`src/rtl/core/cdfd_pkg.sv`:
```
// Shared types, constants and the CRC step for the frame deframer.
package cdfd_pkg;

  localparam int MAX_PAYLOAD = 64;
  localparam int PL_AW       = $clog2(MAX_PAYLOAD);
  localparam int ST_AW       = PL_AW + 1;

  localparam logic [7:0]  SYNC_FIRST  = 8'hA5;
  localparam logic [7:0]  SYNC_SECOND = 8'h5A;
  localparam logic [15:0] CRC_SEED    = 16'hFFFF;
  localparam logic [15:0] CRC_POLY    = 16'h8408;

  localparam logic [7:0] ACCEPT_TYPE_RST   = 8'h01;
  localparam logic [6:0] ACCEPT_LENGTH_RST = 7'd64;

  // result status codes
  localparam logic [1:0] ST_PAYLOAD = 2'd0;
  localparam logic [1:0] ST_CRC_ERR = 2'd1;
  localparam logic [1:0] ST_IGNORED = 2'd2;

  // register indexes
  localparam logic REG_ACCEPT_TYPE   = 1'b0;
  localparam logic REG_ACCEPT_LENGTH = 1'b1;

  typedef struct packed {
    logic             en;
    logic [ST_AW-1:0] addr;
    logic [7:0]       data;
  } store_wr_t;

  typedef struct packed {
    logic en;
    logic bank;
  } bank_rel_t;

  typedef struct packed {
    logic [1:0] kind;
    logic       bank;
    logic [7:0] ftype;
    logic [6:0] flen;
  } cmd_t;

  typedef struct packed {
    logic [1:0] status;
    logic [7:0] payload_byte;
    logic [5:0] byte_index;
    logic [7:0] frame_type;
    logic [6:0] frame_length;
    logic       last;
  } result_t;

  function automatic logic [15:0] crc_byte(input logic [15:0] crc, input logic [7:0] b);
    logic [15:0] c;
    c = crc ^ {8'h00, b};
    for (int i = 0; i < 8; i++) begin
      c = c[0] ? ((c >> 1) ^ CRC_POLY) : (c >> 1);
    end
    return c;
  endfunction

endpackage

```
`src/rtl/core/cdfd_front.sv`:
```
// Frame parser: sync hunt, header, payload capture, CRC and end-of-frame decision.
module cdfd_front import cdfd_pkg::*; (
  input  logic       clk,
  input  logic       rst_n,
  input  logic       in_push,
  input  logic [7:0] in_rx_byte,
  output logic       in_full,
  input  logic [7:0] accept_type,
  input  logic [6:0] accept_length,
  input  logic       cmdq_full,
  output logic       cmd_push,
  output cmd_t       cmd,
  output store_wr_t  wr,
  input  bank_rel_t  rel
);

  localparam logic [2:0] PH_HUNT0   = 3'd0;
  localparam logic [2:0] PH_HUNT1   = 3'd1;
  localparam logic [2:0] PH_TYPE    = 3'd2;
  localparam logic [2:0] PH_LEN     = 3'd3;
  localparam logic [2:0] PH_PAYLOAD = 3'd4;
  localparam logic [2:0] PH_CRC0    = 3'd5;
  localparam logic [2:0] PH_CRC1    = 3'd6;

  logic [2:0]  phase_r, phase_nxt;
  logic [7:0]  held_type_r, held_type_nxt;
  logic [6:0]  held_length_r, held_length_nxt;
  logic [6:0]  byte_count_r, byte_count_nxt;
  logic [7:0]  crc_low_r, crc_low_nxt;
  logic [15:0] crc_r, crc_nxt;
  logic        wr_bank_r, wr_bank_nxt;
  logic [1:0]  busy_r, busy_nxt;

  logic        acc;
  logic [15:0] crc_in, crc_new;
  logic [6:0]  count_inc;
  logic        crc_good, match;

  assign in_full = ((phase_r == PH_CRC1) && cmdq_full) ||
                   ((phase_r == PH_PAYLOAD) && busy_r[wr_bank_r]);
  assign acc       = in_push && !in_full;
  assign crc_in    = (phase_r == PH_TYPE) ? CRC_SEED : crc_r;
  assign crc_new   = crc_byte(crc_in, in_rx_byte);
  assign count_inc = byte_count_r + 7'd1;
  assign crc_good  = ({in_rx_byte, crc_low_r} == crc_r);
  assign match     = (held_type_r == accept_type) && (held_length_r == accept_length);

  always_comb begin
    phase_nxt       = phase_r;
    held_type_nxt   = held_type_r;
    held_length_nxt = held_length_r;
    byte_count_nxt  = byte_count_r;
    crc_low_nxt     = crc_low_r;
    crc_nxt         = crc_r;
    wr_bank_nxt     = wr_bank_r;
    busy_nxt        = busy_r;
    cmd_push        = 1'b0;
    cmd.kind        = ST_CRC_ERR;
    cmd.bank        = wr_bank_r;
    cmd.ftype       = held_type_r;
    cmd.flen        = held_length_r;
    wr.en           = 1'b0;
    wr.addr         = {wr_bank_r, byte_count_r[PL_AW-1:0]};
    wr.data         = in_rx_byte;

    if (rel.en) begin
      busy_nxt[rel.bank] = 1'b0;
    end

    if (acc) begin
      case (phase_r)
        PH_HUNT0: begin
          if (in_rx_byte == SYNC_FIRST) phase_nxt = PH_HUNT1;
        end
        PH_HUNT1: begin
          if (in_rx_byte == SYNC_SECOND) phase_nxt = PH_TYPE;
          else if (in_rx_byte != SYNC_FIRST) phase_nxt = PH_HUNT0;
        end
        PH_TYPE: begin
          held_type_nxt = in_rx_byte;
          crc_nxt       = crc_new;
          phase_nxt     = PH_LEN;
        end
        PH_LEN: begin
          // drop oversized frames and hunt again
          if ({1'b0, in_rx_byte} > 9'(MAX_PAYLOAD)) begin
            phase_nxt = PH_HUNT0;
          end else begin
            held_length_nxt = in_rx_byte[6:0];
            crc_nxt         = crc_new;
            byte_count_nxt  = 7'd0;
            phase_nxt       = (in_rx_byte == 8'd0) ? PH_CRC0 : PH_PAYLOAD;
          end
        end
        PH_PAYLOAD: begin
          wr.en          = 1'b1;
          crc_nxt        = crc_new;
          byte_count_nxt = count_inc;
          if (count_inc >= held_length_r) phase_nxt = PH_CRC0;
        end
        PH_CRC0: begin
          crc_low_nxt = in_rx_byte;
          phase_nxt   = PH_CRC1;
        end
        PH_CRC1: begin
          phase_nxt = PH_HUNT0;
          if (!crc_good) begin
            cmd_push = 1'b1;
            cmd.kind = ST_CRC_ERR;
          end else if (!match) begin
            cmd_push = 1'b1;
            cmd.kind = ST_IGNORED;
          end else if (held_length_r != 7'd0) begin
            // hand the filled bank to the back end and swap
            cmd_push            = 1'b1;
            cmd.kind            = ST_PAYLOAD;
            busy_nxt[wr_bank_r] = 1'b1;
            wr_bank_nxt         = ~wr_bank_r;
          end
        end
        default: begin
          phase_nxt = PH_HUNT0;
        end
      endcase
    end
  end

  always_ff @(posedge clk) begin
    if (!rst_n) begin
      phase_r       <= PH_HUNT0;
      held_type_r   <= 8'd0;
      held_length_r <= 7'd0;
      byte_count_r  <= 7'd0;
      crc_low_r     <= 8'd0;
      crc_r         <= CRC_SEED;
      wr_bank_r     <= 1'b0;
      busy_r        <= 2'b00;
    end else begin
      phase_r       <= phase_nxt;
      held_type_r   <= held_type_nxt;
      held_length_r <= held_length_nxt;
      byte_count_r  <= byte_count_nxt;
      crc_low_r     <= crc_low_nxt;
      crc_r         <= crc_nxt;
      wr_bank_r     <= wr_bank_nxt;
      busy_r        <= busy_nxt;
    end
  end

endmodule

```
`src/rtl/core/cdfd_cmdq.sv`:
```
// Two-entry command queue between the parser and the result sequencer.
module cdfd_cmdq import cdfd_pkg::*; (
  input  logic clk,
  input  logic rst_n,
  input  logic push,
  input  cmd_t push_cmd,
  output logic full,
  input  logic pop,
  output cmd_t head,
  output logic empty
);

  cmd_t       ent_r [0:1];
  logic       wr_ptr_r, rd_ptr_r;
  logic [1:0] cnt_r;
  logic       do_push, do_pop;

  assign full    = (cnt_r == 2'd2);
  assign empty   = (cnt_r == 2'd0);
  assign head    = ent_r[rd_ptr_r];
  assign do_push = push && !full;
  assign do_pop  = pop && !empty;

  always_ff @(posedge clk) begin
    if (do_push) ent_r[wr_ptr_r] <= push_cmd;
  end

  always_ff @(posedge clk) begin
    if (!rst_n) begin
      wr_ptr_r <= 1'b0;
      rd_ptr_r <= 1'b0;
      cnt_r    <= 2'd0;
    end else begin
      if (do_push) wr_ptr_r <= ~wr_ptr_r;
      if (do_pop) rd_ptr_r <= ~rd_ptr_r;
      case ({do_push, do_pop})
        2'b10:   cnt_r <= cnt_r + 2'd1;
        2'b01:   cnt_r <= cnt_r - 2'd1;
        default: cnt_r <= cnt_r;
      endcase
    end
  end

endmodule

```
`src/rtl/core/cdfd_back.sv`:
```
// Payload store (two banks) and the sequencer that turns commands into results.
module cdfd_back import cdfd_pkg::*; (
  input  logic      clk,
  input  logic      rst_n,
  input  store_wr_t wr,
  input  cmd_t      cmd,
  input  logic      cmd_empty,
  output logic      cmd_pop,
  output bank_rel_t rel,
  output logic      res_push,
  output result_t   res,
  input  logic      res_full
);

  localparam logic [1:0] B_IDLE = 2'd0;
  localparam logic [1:0] B_READ = 2'd1;
  localparam logic [1:0] B_WAIT = 2'd2;

  logic [7:0] store_mem [0:2*MAX_PAYLOAD-1];
  logic [7:0] rd_data_r;

  logic [1:0]       state_r, state_nxt;
  cmd_t             cur_r, cur_nxt;
  logic [PL_AW-1:0] idx_r, idx_nxt;
  logic             rd_en;
  logic [ST_AW-1:0] rd_addr;
  logic             is_last;

  assign rd_addr = {cur_r.bank, idx_r};
  assign is_last = (7'(idx_r) + 7'd1 == cur_r.flen);

  always_ff @(posedge clk) begin
    if (wr.en) store_mem[wr.addr] <= wr.data;
    if (rd_en) rd_data_r <= store_mem[rd_addr];
  end

  always_comb begin
    state_nxt        = state_r;
    cur_nxt          = cur_r;
    idx_nxt          = idx_r;
    cmd_pop          = 1'b0;
    rd_en            = 1'b0;
    rel.en           = 1'b0;
    rel.bank         = cur_r.bank;
    res_push         = 1'b0;
    res.status       = cmd.kind;
    res.payload_byte = 8'd0;
    res.byte_index   = 6'd0;
    res.frame_type   = cmd.ftype;
    res.frame_length = cmd.flen;
    res.last         = 1'b1;

    case (state_r)
      B_IDLE: begin
        if (!cmd_empty) begin
          if (cmd.kind == ST_PAYLOAD) begin
            cmd_pop   = 1'b1;
            cur_nxt   = cmd;
            idx_nxt   = '0;
            state_nxt = B_READ;
          end else if (!res_full) begin
            cmd_pop  = 1'b1;
            res_push = 1'b1;
          end
        end
      end
      B_READ: begin
        rd_en     = 1'b1;
        state_nxt = B_WAIT;
      end
      B_WAIT: begin
        res.status       = ST_PAYLOAD;
        res.payload_byte = rd_data_r;
        res.byte_index   = 6'(idx_r);
        res.frame_type   = cur_r.ftype;
        res.frame_length = cur_r.flen;
        res.last         = is_last;
        // hold the beat until the output queue has room
        if (!res_full) begin
          res_push = 1'b1;
          if (is_last) begin
            rel.en    = 1'b1;
            state_nxt = B_IDLE;
          end else begin
            idx_nxt   = idx_r + PL_AW'(1);
            state_nxt = B_READ;
          end
        end
      end
      default: begin
        state_nxt = B_IDLE;
      end
    endcase
  end

  always_ff @(posedge clk) begin
    if (!rst_n) begin
      state_r <= B_IDLE;
    end else begin
      state_r <= state_nxt;
    end
    cur_r <= cur_nxt;
    idx_r <= idx_nxt;
  end

endmodule

```
`src/rtl/core/cdfd_outq.sv`:
```
// Four-entry result queue feeding the output ports.
module cdfd_outq import cdfd_pkg::*; (
  input  logic    clk,
  input  logic    rst_n,
  input  logic    push,
  input  result_t push_res,
  output logic    full,
  input  logic    pop,
  output result_t head,
  output logic    empty
);

  result_t    ent_r [0:3];
  logic [1:0] wr_ptr_r, rd_ptr_r;
  logic [2:0] cnt_r;
  logic       do_push, do_pop;

  assign full    = (cnt_r == 3'd4);
  assign empty   = (cnt_r == 3'd0);
  assign head    = ent_r[rd_ptr_r];
  assign do_push = push && !full;
  assign do_pop  = pop && !empty;

  always_ff @(posedge clk) begin
    if (do_push) ent_r[wr_ptr_r] <= push_res;
  end

  always_ff @(posedge clk) begin
    if (!rst_n) begin
      wr_ptr_r <= 2'd0;
      rd_ptr_r <= 2'd0;
      cnt_r    <= 3'd0;
    end else begin
      if (do_push) wr_ptr_r <= wr_ptr_r + 2'd1;
      if (do_pop) rd_ptr_r <= rd_ptr_r + 2'd1;
      case ({do_push, do_pop})
        2'b10:   cnt_r <= cnt_r + 3'd1;
        2'b01:   cnt_r <= cnt_r - 3'd1;
        default: cnt_r <= cnt_r;
      endcase
    end
  end

endmodule

```
`src/rtl/core/crc_checked_frame_deframer_unit.sv`:
```
// Top level of the CRC-checked frame deframer.
// Bytes are pushed one per beat and the parser takes one byte every clock while in_full is low.
// It hunts for the sync pair A5 5A, reads type, length (up to 64), payload and a little-endian
// reflected CRC-16/CCITT. After the second CRC byte the block queues one result: a CRC mismatch,
// a good but ignored frame, or, for a frame matching accept_type and accept_length, a run of
// payload bytes with last set on the final one (none if it is empty). A run is replayed from a
// two-bank payload store byte by byte (a store read, then the beat into a four-deep output
// queue). in_full rises while a third frame's payload would need a bank whose run is still
// being delivered, or while the end-of-frame byte waits for room in the two-entry command queue.
// Configuration writes are always taken (cfg_ready is high); they act at the next frame's end check.
module crc_checked_frame_deframer_unit import cdfd_pkg::*; (
  input  logic       clk,
  input  logic       rst_n,
  input  logic       in_push,
  input  logic [7:0] in_rx_byte,
  output logic       in_full,
  output logic       out_empty,
  input  logic       out_pop,
  output logic [1:0] out_status,
  output logic [7:0] out_payload_byte,
  output logic [5:0] out_byte_index,
  output logic [7:0] out_frame_type,
  output logic [6:0] out_frame_length,
  output logic       out_last,
  input  logic       cfg_valid,
  output logic       cfg_ready,
  input  logic       cfg_index,
  input  logic [7:0] cfg_data
);

  logic [7:0] accept_type_r;
  logic [6:0] accept_length_r;

  logic      cmdq_full, cmdq_empty, cmd_push, cmd_pop;
  cmd_t      cmd_in, cmd_head;
  store_wr_t wr;
  bank_rel_t rel;
  logic      res_push, res_full;
  result_t   res, res_head;

  assign cfg_ready = 1'b1;

  always_ff @(posedge clk) begin
    if (!rst_n) begin
      accept_type_r   <= ACCEPT_TYPE_RST;
      accept_length_r <= ACCEPT_LENGTH_RST;
    end else if (cfg_valid && cfg_ready) begin
      case (cfg_index)
        REG_ACCEPT_TYPE:   accept_type_r   <= cfg_data;
        REG_ACCEPT_LENGTH: accept_length_r <= cfg_data[6:0];
        default:           accept_type_r   <= accept_type_r;
      endcase
    end
  end

  cdfd_front u_front (
    .clk           (clk),
    .rst_n         (rst_n),
    .in_push       (in_push),
    .in_rx_byte    (in_rx_byte),
    .in_full       (in_full),
    .accept_type   (accept_type_r),
    .accept_length (accept_length_r),
    .cmdq_full     (cmdq_full),
    .cmd_push      (cmd_push),
    .cmd           (cmd_in),
    .wr            (wr),
    .rel           (rel)
  );

  cdfd_cmdq u_cmdq (
    .clk      (clk),
    .rst_n    (rst_n),
    .push     (cmd_push),
    .push_cmd (cmd_in),
    .full     (cmdq_full),
    .pop      (cmd_pop),
    .head     (cmd_head),
    .empty    (cmdq_empty)
  );

  cdfd_back u_back (
    .clk       (clk),
    .rst_n     (rst_n),
    .wr        (wr),
    .cmd       (cmd_head),
    .cmd_empty (cmdq_empty),
    .cmd_pop   (cmd_pop),
    .rel       (rel),
    .res_push  (res_push),
    .res       (res),
    .res_full  (res_full)
  );

  cdfd_outq u_outq (
    .clk      (clk),
    .rst_n    (rst_n),
    .push     (res_push),
    .push_res (res),
    .full     (res_full),
    .pop      (out_pop),
    .head     (res_head),
    .empty    (out_empty)
  );

  assign out_status       = res_head.status;
  assign out_payload_byte = res_head.payload_byte;
  assign out_byte_index   = res_head.byte_index;
  assign out_frame_type   = res_head.frame_type;
  assign out_frame_length = res_head.frame_length;
  assign out_last         = res_head.last;

  a_single_ends_run: assert property (@(posedge clk) disable iff (!rst_n)
    (!out_empty && out_status != ST_PAYLOAD) |-> out_last)
    else $error("error or ignored result without last");

  a_single_zero_fields: assert property (@(posedge clk) disable iff (!rst_n)
    (!out_empty && out_status != ST_PAYLOAD) |->
      (out_payload_byte == 8'd0 && out_byte_index == 6'd0))
    else $error("non-payload result carries payload fields");

  a_index_in_frame: assert property (@(posedge clk) disable iff (!rst_n)
    (!out_empty && out_status == ST_PAYLOAD) |-> ({1'b0, out_byte_index} < out_frame_length))
    else $error("payload index beyond frame length");

  a_last_at_end: assert property (@(posedge clk) disable iff (!rst_n)
    (!out_empty && out_status == ST_PAYLOAD && out_last) |->
      ({1'b0, out_byte_index} + 7'd1 == out_frame_length))
    else $error("last set before the final payload byte");

  a_status_code: assert property (@(posedge clk) disable iff (!rst_n)
    !out_empty |-> (out_status == ST_PAYLOAD || out_status == ST_CRC_ERR ||
                    out_status == ST_IGNORED))
    else $error("unknown status code at output");

endmodule
```
`config.mk`:
```
export PLATFORM = sky130hd
export DESIGN_NAME = crc_checked_frame_deframer_unit
export DESIGN_NICKNAME = d
export VERILOG_FILES = /design/src/rtl/core/cdfd_pkg.sv /design/src/rtl/core/cdfd_front.sv /design/src/rtl/core/cdfd_cmdq.sv /design/src/rtl/core/cdfd_back.sv /design/src/rtl/core/cdfd_outq.sv /design/src/rtl/core/crc_checked_frame_deframer_unit.sv
export SDC_FILE = /design/constraint.sdc
export NUM_CORES = 1
export LEC_CHECK = 0
export BUFFER_PORTS_ARGS = -buffer_cell sky130_fd_sc_hd__buf_2
export CORE_MARGIN = 3
export CORE_UTILIZATION = 50
export CTS_CLUSTER_SIZE = 12
export DETAILED_ROUTE_END_ITERATION = 6
export GPL_ROUTABILITY_DRIVEN = 0
export PLACE_DENSITY = 0.68
export SLEW_MARGIN = 5
export SYNTH_ARGS = -nofsm -noshare
export SYNTH_HDL_FRONTEND = slang
export SYNTH_SLANG_ARGS = --single-unit
```
`constraint.sdc`:
```
create_clock -name clk -period 2.95 [get_ports clk]
set_input_delay 0.1475 -clock clk [delete_from_list [all_inputs] [get_ports clk]]
set_output_delay 0.1475 -clock clk [all_outputs]
set_load 0.02 [all_outputs]
```
# Word level (Yosys, flattened, before mapping)
# Memories as Yosys holds them, arrays and structs flattened. A register that Yosys moved wholly into a read port is not among the register bits.
# Index checks and enable logic that the tools add are counted.
# word_totals
reg_bits,102
latchBits,0
mem_bits_rw,1188
mem_bits_ro,0
out_inout_bits,35
word_cells,205
memories,3
# op_classes
n_addsub,9
mul,0
n_div,0
order_cmp,6
eq_ne,29
shift,0
n_mux,78
bitwise,18
n_reduce_logical,41
# mem_list
memory,depth,width,rd,rd_ports_with_merged_regs,write_ports,line,text
u_back.store_mem,128,8,1,1,1,cdfd_back.sv:19,logic [7:0] store_mem [0:2*MAX_PAYLOAD-1];
u_outq.ent_r,4,32,1,1,1,cdfd_outq.sv:13,result_t ent_r [0:3];
u_cmdq.ent_r,2,18,1,1,1,cdfd_cmdq.sv:13,cmd_t ent_r [0:1];
# ops
cell,count
$mux 16,10
$mux 1,32
$mux 32,1
$pmux 16 s2,1
$mux 2,15
$mux 6,4
$not 2->3,8
$pmux 3 s6,1
$eq 16x16->1,1
$xor 16x8->16,1
$mux 3,5
$reduce_and 3->1,5
$eq 7x7->1,2
$pmux 7 s2,1
$eq 3x3->1 const B,4
$pmux 6 s2,1
$logic_and 1x1->1,10
$ne 2x2->1 const B,5
$reduce_and 5->1,2
$reduce_bool 2->1,5
$eq 2x2->1 const B,4
$eq 8x7->1 const B,1
$eq 8x8->1,1
$eq 8x8->1 const B,1
other kinds (36),60

# Depth between registers and ports, before layout
# depth
word_depth,21
mapped_depth,11

# By module
# A second synthesis with hierarchy kept.
# unflattened
hier_cells,2856
area_unflattened_um2,52013.6
# by_module_without_submodules
module,n_inst,cells_per_inst,area_each_um2,seq_area_each_um2
cdfd_back,1,2089,41334.6,31690.4
cdfd_outq,1,221,5144.9,4023.9
cdfd_front,1,401,3413.3,1041.0
cdfd_cmdq,1,82,1530.2,1181.1
crc_checked_frame_deframer_unit,1,63,590.6,300.3

# Least setup slack after synthesis
# OpenSTA, ideal clock, no wires.
# synth_path
kind,flip-flop to flip-flop
startpoint,register (tool-made name)
endpoint,register u_back.idx_r[0] (enable)
arrival_time_ns,2.720
path_slack_ns,-0.092
stages_incl_launch_ff,5
path_buffers,1
period_less_slack_ns,3.042
cell_sequence,dfxtp_1 buf_2 a21oi_1 nor4_1 o22a_1
# synth_rtl
item,line,text
"end signal, assigned",cdfd_back.sv:103,idx_r <= idx_nxt;
"end, declared",cdfd_back.sv:24,"logic [PL_AW-1:0] idx_r, idx_nxt;"

==> run_results.csv <==
group,metric,value,unit
yosys,yosysUniqueCellTypes,60,
clock_tree,clockRootBuffer,"clkbuf_16",
run_status,outcome,"complete, no violations",
grt,overflow,0,
critical_path,required,3.43,ns
flow_run,cap_violations,0,
floorplanning,num_rows,117,
drt,ant_nets,0,
critical_path,cp.arrival,3.38,ns
sta,slew_headroom,27.33,%
sta,rsz0062_at_grt,"false",
critical_path,max_stage_delay,0.53,ns
clock_tree,path_clk_slew,0.06,ns
yosys,synth_seq_area_share,73.51,%
power_and_ir_drop,swShare,19.95,%
drt,drt_iter0_drc,2881,
critical_path,start_kind,"flip-flop",
power_and_ir_drop,p_seq_share,55.7,%
clock_tree,cts_setup_buffers,0,
sta,worst_pin_slew,1.088,ns
grt,first_global_vias,28190,
power_and_ir_drop,p_int,0.02891,W
sta,setup_viol,0,
yosys,syn_area_per_cell,17.89,sq um
critical_path,critPathCaptureType,"flip-flop",
grt,grt_pass1_wl,184.8,mm
clock_tree,cts_inserted_buffers,136,
cells_and_area,final_core_util,58.50,%
cells_and_area,nets,3286,
placed_design,hpwl,76.85,mm
yosys,postSynth.asyncResetShare,0,%
hold_path,hp-class,"in -> reg",
floorplanning,dieHeight,328.5,um
critical_path,cpMostUsedCell,"buf_12",
critical_path,cp_cell_sequence,"buf_12 > buf_12 > mux4_2 > mux2i_1 > buf_4 > a211oi_1 > a21oi_1 > nor3_1 > a31o_1",
power_and_ir_drop,ir_drop,0.0003911,V
yosys,syn_nets,2945,
critical_path,critPathKind,"reg -> reg",
drt,drc,0,
cells_and_area,layout-drive-gt1-share,23.40,%
sta,period_needed,2.897,ns
drt,vias,27980,
yosys,yosys_warnings,0,
cells_and_area,fillers,7422,
cells_and_area,final_common_cell,"edfxtp_1",
clock_tree,cts_tree,"done",
drt,wl_per_cell,26.33,um
critical_path,cp_slowest_cell,"mux4_2",
placed_design,place.port_buffers,55,
sta,final-max-slew-violation-count,0,
yosys,ys_ff_latch,1301,
power_and_ir_drop,power_frac_clock,42.9,%
floorplanning,pin_count,57,
power_and_ir_drop,p_leak,19.84,nW
clock_tree,htree_levels,4,
cells_and_area,final_cell_mix,"edfxtp_1 (1218), buf_4 (270), nor2_1 (226)",
floorplanning,initial_utilization,50.76,%
floorplanning,core_region_area,102500,sq um
clock_tree,cts_sinks,1301,
clock_tree,clockBufferDepth,3,
power_and_ir_drop,switchingPower,0.007207,W
grt,grt_use_total,23.15,%
floorplanning,die_w,328.5,um
power_and_ir_drop,powerDensity,602.4,nW/um^2
sta,fin_skew,0.02824,ns
yosys,synth-edff-count,1218,
power_and_ir_drop,total_power,0.03612,W
yosys,netlist_instances,2907,
drt,firstDrtPassIters,5,
power_and_ir_drop,combPwrFrac,1.3,%
yosys,syn_area,52010,sq um
grt,grt_max_degree,136,
yosys,yosys_most_used_dff,"edfxtp_1",
grt,grt_antenna_before_repair,3,
critical_path,cp_max_fo,20,
sta,hold_violations,0,
sta,setup_tns,0,ns
drt,finalWirelength,123.9,mm
cells_and_area,syn2layout_area_growth,15.26,%
clock_tree,insertion_delay,0.76,ns
sta,fin_crit_sh,98.19,%
drt,via_per_inst,5.948,
sta,fmax,345.2,MHz
floorplanning,die_area,107900,sq um
## routing by layer
metal	track usage (%)	up-vias	part of all wire (%)
li1	-	12110	-
met1	32.31	14500	41
met2	37.56	1172	49
met3	4.182	199	7.6
met4	6.987	2	2.5
met5	0	-	0.0097
## power groups by stage
stage | clock [W] | combinational, W | sequential (W)
CTS | 0.0158 | 0.000481 | 0.0201
detailed placement | 0 | 0.000454 | 0.0205
global route | 0.0165 | 0.000514 | 0.0201
finish | 0.0155 | 0.000479 | 0.0201
floorplan | 0 | 0.000103 | 0.0205
global placement | 0 | 0.000431 | 0.0205
## final cells by class
cell class                      count  area, sq um  share of cell area (%)
Inverter                           21        78.83                  0.1315
Timing Repair Buffer              379         3193                   5.326
Clock inverter                     46        366.6                  0.6115
Clock buffer                      178         3592                   5.992
Sequential cell                  1301        38240                   63.78
Multi-Input combinational cell   1409        12760                   21.29
Antenna cell                        3        7.507                 0.01252
Tap cell                         1368         1712                   2.855
## cell usage after synthesis, drive strengths merged (2+ instances only)
library cell	count	area [sq um]
o22ai	65	406.6
clkbuf	87	326.6
or3	10	62.56
and3	17	106.4
inv	20	75.07
nand2b	32	200.2
xor2	43	376.6
o21ai	35	175.2
mux4	224	5045
a21boi	17	127.6
or4	2	15.01
nand4b	2	17.52
edfxtp	1218	36580
xnor2	42	382.9
a21o	2	15.01
a21oi	55	275.3
ha	15	187.7
a211oi	53	397.9
o21a	2	15.01
o211ai	4	30.03
buf	89	654.4
o32ai	8	70.07
nor2	228	865.8
and2	28	175.2
nand2	115	431.7
nor4	13	96.34
a31oi	11	68.82
nand3b	2	22.52
nor3	40	200.2
nand4	9	56.30
dfxtp	83	1662
o41ai	2	25.03
mux2i	189	1892
nand3	47	240.2
nor2b	64	400.4
or2	4	25.02
mux2	19	214.0
## through the flow
step                      cell area, sq um  hold WS [ns]  setup WS [ns]  cells
after CTS                            59910       0.01219        0.08992   4702
after detailed placement             55640        0.3938         0.1014   4447
after global placement               55640        0.3912         0.1288   4447
after floorplan                      52020        0.2464         0.3737   2907
after global routing                 59950       0.02699      0.0001870   4703
final                                59950       0.04819        0.05336   4705
## critical path: cells and delay by family, from the launching register on
kind | cells | cell delay (ns)
AO/OA/AOI/OAI | 3 | 0.71
AND/OR/NAND/NOR | 1 | 0.09
flip-flops | 1 | 0.42
buffers and inverters | 3 | 0.59
multiplexers | 2 | 0.78
## registers in the layout (all words and copies together) (netlist names), 3 cells and up, named ones only
name,count
u_front.crc_r,16
accept_length_r,7
u_front.phase_r,3
u_front.byte_count_r,7
u_front.held_type_r,8
u_back.cur_r,15
u_outq.cnt_r,3
u_back.store_mem,1024
u_cmdq.ent_r,36
u_back.idx_r,6
u_front.held_length_r,7
u_front.crc_low_r,8
accept_type_r,8
u_back.rd_data_r,8
u_outq.ent_r,128
## repair_timing
item	CTS	global route
setup endpoints to repair	0	6
hold buffers	31	0
resized for setup	0	7
hold endpoints to repair	56	0
## logic make-up (layout without fill, tap and decap cells)
logic type      count (synthesis)  count (layout)  share of synthesized area [%]
fa+ha+maj                      16              16                         0.3993
flops                        1301            1301                          73.51
xor+xnor                       85              85                          1.460
buf+inv                       197             624                          2.037
mux                           432             432                          13.75
compound gates                260             260                          3.187
simple gates                  615             615                          5.646
other cells                     1               4                       0.007210
## worst paths after layout
kind / startpoint / endpoint / slack [ns] / cells past startpoint
setup / recovery: u_back.idx_r[0] / u_back.rd_data_r[6] / 0.05 / 9
hold reg to reg: u_front.crc_low_r[1] / u_front.crc_low_r[1] / 0.48 / 2
hold / removal: in_rx_byte[7] / u_back.store_mem[110][7] / 0.05 / 2
setup reg to reg: u_back.idx_r[0] / u_back.rd_data_r[6] / 0.05 / 9
Power figures use the tool's default switching activity.
